**src/dbsc_pkg.sv**
```systemverilog
package dbsc_pkg;

    localparam int WORD_BITS = 64;

    typedef logic signed [WORD_BITS-1:0] word_t;

    typedef enum logic [4:0] {
        ST_IDLE,
        ST_CHECK,
        ST_AXIS_AX,
        ST_AXIS_AX_W,
        ST_AXIS_BY,
        ST_AXIS_BY_W,
        ST_AXIS_MUL,
        ST_GCD_DIV,
        ST_GCD_W,
        ST_GCD_MUL,
        ST_CG_DIV,
        ST_CG_W,
        ST_AG_DIV,
        ST_AG_W,
        ST_BG_DIV,
        ST_BG_W,
        ST_INV_DIV,
        ST_INV_W,
        ST_CM_DIV,
        ST_CM_W,
        ST_X0_MUL,
        ST_X0_DIV,
        ST_X0_W,
        ST_Y0_MUL,
        ST_Y0_DIV,
        ST_Y0_W,
        ST_RNG_DIV,
        ST_RNG_W,
        ST_DONE
    } state_t;

    // truncating signed divide request / reply
    typedef struct packed {
        logic  go;
        word_t num;
        word_t den;
    } div_req_t;

    typedef struct packed {
        logic  done;
        word_t quo;
        word_t rem;
    } div_rsp_t;

endpackage

```
**src/dbsc_div.sv**
```systemverilog
module dbsc_div
(
    input  logic               clk,
    input  logic               rst_n,
    input  dbsc_pkg::div_req_t req,
    output dbsc_pkg::div_rsp_t rsp
);

    localparam int W = dbsc_pkg::WORD_BITS;
    localparam int CW = $clog2(W + 1);

    logic [W-1:0]  quo_reg, quo_next;
    logic [W:0]    rem_reg, rem_next;
    logic [W-1:0]  den_reg, den_next;
    logic          nneg_reg, nneg_next;
    logic          qneg_reg, qneg_next;
    logic [CW-1:0] cnt_reg, cnt_next;
    logic          busy_reg, busy_next;
    logic          done_reg, done_next;
    logic [W:0]    trial;

    always_comb
    begin
        quo_next  = quo_reg;
        rem_next  = rem_reg;
        den_next  = den_reg;
        nneg_next = nneg_reg;
        qneg_next = qneg_reg;
        cnt_next  = cnt_reg;
        busy_next = busy_reg;
        done_next = 1'b0;
        trial     = '0;
        if (req.go)
        begin
            // magnitudes, restoring shift-subtract one bit a cycle
            quo_next  = req.num[W-1] ? W'(-req.num) : W'(req.num);
            den_next  = req.den[W-1] ? W'(-req.den) : W'(req.den);
            rem_next  = '0;
            nneg_next = req.num[W-1];
            qneg_next = req.num[W-1] ^ req.den[W-1];
            cnt_next  = CW'(W);
            busy_next = 1'b1;
        end
        else if (busy_reg)
        begin
            trial = {rem_reg[W-1:0], quo_reg[W-1]} - {1'b0, den_reg};
            if (!trial[W])
            begin
                rem_next = trial;
                quo_next = {quo_reg[W-2:0], 1'b1};
            end
            else
            begin
                rem_next = {rem_reg[W-1:0], quo_reg[W-1]};
                quo_next = {quo_reg[W-2:0], 1'b0};
            end
            cnt_next = cnt_reg - 1'b1;
            if (cnt_reg == CW'(1))
            begin
                busy_next = 1'b0;
                done_next = 1'b1;
            end
        end
    end

    always_ff @(posedge clk or negedge rst_n)
    begin
        if (!rst_n)
        begin
            busy_reg <= 1'b0;
            done_reg <= 1'b0;
            cnt_reg  <= '0;
        end
        else
        begin
            busy_reg <= busy_next;
            done_reg <= done_next;
            cnt_reg  <= cnt_next;
        end
    end

    always_ff @(posedge clk)
    begin
        quo_reg  <= quo_next;
        rem_reg  <= rem_next;
        den_reg  <= den_next;
        nneg_reg <= nneg_next;
        qneg_reg <= qneg_next;
    end

    always_comb
    begin
        rsp.done = done_reg;
        rsp.quo  = qneg_reg ? -quo_reg : quo_reg;
        rsp.rem  = nneg_reg ? -rem_reg[W-1:0] : rem_reg[W-1:0];
    end

endmodule

```
**config.mk**
```make
export PLATFORM = sky130hd
export DESIGN_NAME = dbsc_div
export DESIGN_NICKNAME = d
export VERILOG_FILES = /design/src/dbsc_pkg.sv /design/src/dbsc_div.sv
export SDC_FILE = /design/constraint.sdc
export NUM_CORES = 1
export LEC_CHECK = 0
export ABC_AREA = 1
export CAP_MARGIN = 20
export CORE_ASPECT_RATIO = 1.25
export CORE_MARGIN = 2
export CORE_UTILIZATION = 45
export DETAILED_ROUTE_END_ITERATION = 7
export DONT_BUFFER_PORTS = 1
export SLEW_MARGIN = 20
export SYNTH_ARGS = -nofsm -noshare
export SYNTH_HDL_FRONTEND = slang
export SYNTH_SLANG_ARGS = --single-unit
```
**constraint.sdc**
```tcl
create_clock -name clk -period 3.7 [get_ports clk]
set_clock_uncertainty 0.2 [all_clocks]
set_input_delay 0.185 -clock clk [delete_from_list [all_inputs] [get_ports clk]]
set_output_delay 0.185 -clock clk [all_outputs]
set_load 0.01 [all_outputs]
```
==> summary.txt <==
Status
  • Status: finished clean

Final layout
  • Layout Utilization: a little over half
  • Area growth from synthesis to layout: 17.7%
  • Commonest cells after routing, fill and taps aside: nand2_1, inv_1, nor2_1
  • Fin area: between 20,000 and 30,000 sq um
  • Fillcell total: around 5,000
  • Most common cell after layout, fill and taps aside: nand2_1
  • Fraction of layout cells with a size suffix above 1: under 10%
  • Final cell count without fillers: around 4,700
  • Nets: 4,231

Power and ir drop
  • Clk pwr share: between 30% and 40%
  • Reg power frac: a little under two fifths
  • Net Sw Power: 2.72 mW
  • Peak supply drop: about 0.34 mV
  • Int Pwr: ~4.8 mW
  • Combinational Power Share: 29.9%
  • Power Dens Cells: between 200 and 300 nW/um^2
  • Switching share of power: around 36%
  • Lkg Pwr: 13.7 nW

Floorplan
  • Initial core utilization: between 40% and 50%
  • Core Region: a little under 50,000 sq um
  • Die height: 253 microns
  • Site row count: between 90 and 100
  • Die width: between 200 and 250 microns
  • Die area: 51,500 sq um
  • I/O pin count: 260

Detailed routing
  • Vias/cell: between 5 and 6
  • Avg WL per Cell: approximately 20 microns
  • Detailed-route wire length: 92.9 mm
  • Drt pass-1 iters: 6
  • DRT iter0 DRCs: approximately 1,800
  • Number of routed nets with antenna violations: 0
  • Vias: around 25,000
  • Post-route DRC violation count: 0

Yosys
  • Post-synth EDFFs: 130
  • Seq cells post-synth: 203
  • Syn Nets: 4,013
  • Seq/Total Area, Yosys: roughly a quarter
  • Cells after synthesis: about 3,800
  • Cell Area, Synth: ~22,000 sq um
  • Top_reg_cell synth: edfxtp_1
  • Async set or reset register ratio after synthesis: 4.43%
  • Post-Syn Area per Cell: 5.87 sq um
  • Netlist cell types: 52
  • Yosys synthesis warning count: 0

Min path
  • Hold crit path type: input port to register
  • Hold Path Depth: 4
  • WHS Endpoint: quo_reg[63]$_DFFE_PP_
  • Worst Min Path Start: req[126]

Timing
  • Rel. slew slack: roughly 17%
  • RSZ-0062 raised after global routing: true
  • Final setup margin: 19.6 ps
  • Worst hold slack: ~4.1 ps
  • Tmin final: 3680 ps
  • Final hold vios: 0
  • Worst slew pin tran: between 1000 and 1500 ps
  • Post-route clock period utilization: just under 100%
  • Fmax: 272 MHz
  • Final setup violating endpoints: 0
  • Max Slew Vio Count: 0

Clock tree
  • Clk root buf: clkbuf_16
  • Reg clk slew, reported paths: ~70 ps
  • H-tree levels: 1
  • Clock tree buffer depth: 3
  • CTS tree: built
  • Skew-Pair Late Insertion Delay: roughly 570 ps
  • CTS buffer count: 24
  • CTS sink cnt: 203

Critical path
  • Worst r2r path cells: 19
  • Crit path launch type: register
  • Crit path kind: register to output port
  • Reg-to-Reg Start: rem_reg[0]$_SDFFE_PP0P_
  • Reg2reg end: rem_reg[2]$_SDFFE_PP0P_
  • Crit path DAT: 3300 ps
  • Crit end category: output port
  • Required @ worst endpoint: between 3000 and 4000 ps
  • R2r setup slk: 380 ps
  • Largest fanout on the critical path: 3

Global route
  • Initial antenna violation count: 6
  • Global route total overflow: 0
  • First-pass GRT wire length: approximately 140 mm
  • Largest net degree at the start of global routing: ~120
  • Total GRT Usage: about 35%
  • Vias in the first global route: 23,900

Placed design
  • Routability-driven placement congestion ratio: approximately 1
  • Final HPWL DP: 73.6 mm
  • Dpl cell area: 23,200 sq um
  • Placed Cells incl. Taps: 4,436
  • IO Port Bufs: 0
  • Dpl ws: roughly 150 ps

Job
  • Max Cap Viol: 0
[synthesized netlist by cell type, types with 5 or more instances]
cell type | count | share of area (%)
xor2_1 | 199 | 7.8
o31ai_1 | 11 | 0.37
o21ai_0 | 148 | 3.3
buf_1 | 10 | 0.17
nor2_2 | 13 | 0.36
nor2_4 | 6 | 0.30
o21ai_1 | 11 | 0.25
xnor2_1 | 51 | 2.0
nand2_1 | 1266 | 21
inv_1 | 716 | 12
buf_4 | 5 | 0.17
dfxtp_1 | 64 | 5.7
nor4_1 | 25 | 0.70
nand2_2 | 35 | 0.98
ha_1 | 70 | 3.9
nand4_1 | 66 | 1.8
buf_6 | 5 | 0.25
o211ai_1 | 6 | 0.20
nand3_1 | 258 | 5.8
edfxtp_1 | 130 | 17
nor2_1 | 421 | 7.1
inv_2 | 8 | 0.13
nand3b_1 | 10 | 0.34
or2_2 | 7 | 0.20
buf_2 | 7 | 0.16
a31oi_1 | 10 | 0.28
clkbuf_1 | 46 | 0.77
nor3_1 | 78 | 1.7
dfrtp_1 | 9 | 1.0
a21oi_1 | 81 | 1.8
[routing by layer]
metal	vias to the layer above	routed length (microns)	track usage [%]
li1	12200	-	-
met3	312	6300	4.99
met2	1024	43500	60.6
met4	2	8380	27.0
met5	-	13	0
met1	11100	34700	39.6
[kinds of logic after synthesis]
family	share of synthesized area (%)
flip-flops	24.2
adder cells (fa/ha/maj)	4.01
AND/OR/NAND/NOR	41.4
buffers and inverters	13.9
XOR/XNOR	9.79
AO/OA/AOI/OAI	6.68
[how the worst max path moves through the flow]
stage / to / slack [ps] / cells past startpoint / startpoint
3_3_place_gp: rem_reg[36]$_SDFFE_PP0P_ / 230 / 20 / quo_reg[63]$_DFFE_PP_
6_report: rsp[116] / 20 / 10 / quo_reg[49]$_DFFE_PP_
2_1_floorplan: quo_reg[0]$_DFFE_PP_ / 1060 / 19 / quo_reg[63]$_DFFE_PP_
5_1_grt: rsp[46] / -200 / 10 / rem_reg[0]$_SDFFE_PP0P_
3_5_place_dp: rem_reg[18]$_SDFFE_PP0P_ / 150 / 20 / quo_reg[63]$_DFFE_PP_
4_1_cts: rsp[34] / 10 / 10 / rem_reg[0]$_SDFFE_PP0P_
[worst max-delay path: stages (launching register included)]
cell,delay (ps)
edfxtp_1,440
nor2_1,160
inv_1,70
nor3_1,290
nand2_1,120
nor3_1,220
nand3_1,200
nor3_1,750
xor2_1,190
nand2_1,50
o21ai_0,230
[power by group through the flow]
stage	registers (mW)	logic [mW]	clock network, mW
after global placement	2.82	1.86	0
final	2.78	2.24	2.46
after detailed placement	2.82	1.85	0
after CTS	2.78	2.17	2.47
after global routing	2.80	2.42	2.55
after floorplan	2.78	1.31	0
[cell type report]
class | count | area (sq um) | share of cell area (%)
sequential | 203 | 5410 | 20.6
antenna | 5 | 12.5 | 0.0475
tap | 651 | 815 | 3.09
clock buffer | 31 | 637 | 2.42
multi-input combinational | 2806 | 13900 | 53.0
inverter | 726 | 2730 | 10.4
timing repair buffer | 268 | 2640 | 10.0
clock inverter | 13 | 144 | 0.547
[timing repair]
action                     in CTS  in global routing
gates resized for setup         1                 16
pin swaps                       0                  2
hold endpoints to repair      215                  0
setup endpoints to repair       1                 23
setup buffers                   0                  4
hold buffers                  214                  0
[metrics by stage]
stage	TNS, ps	power (mW)
CTS	0	7.42
global route	-898	7.77
finish	0	7.48
global placement	0	4.68
detailed placement	0	4.67
floorplan	0	4.09
No activity file was read; power rests on OpenSTA's default activity.
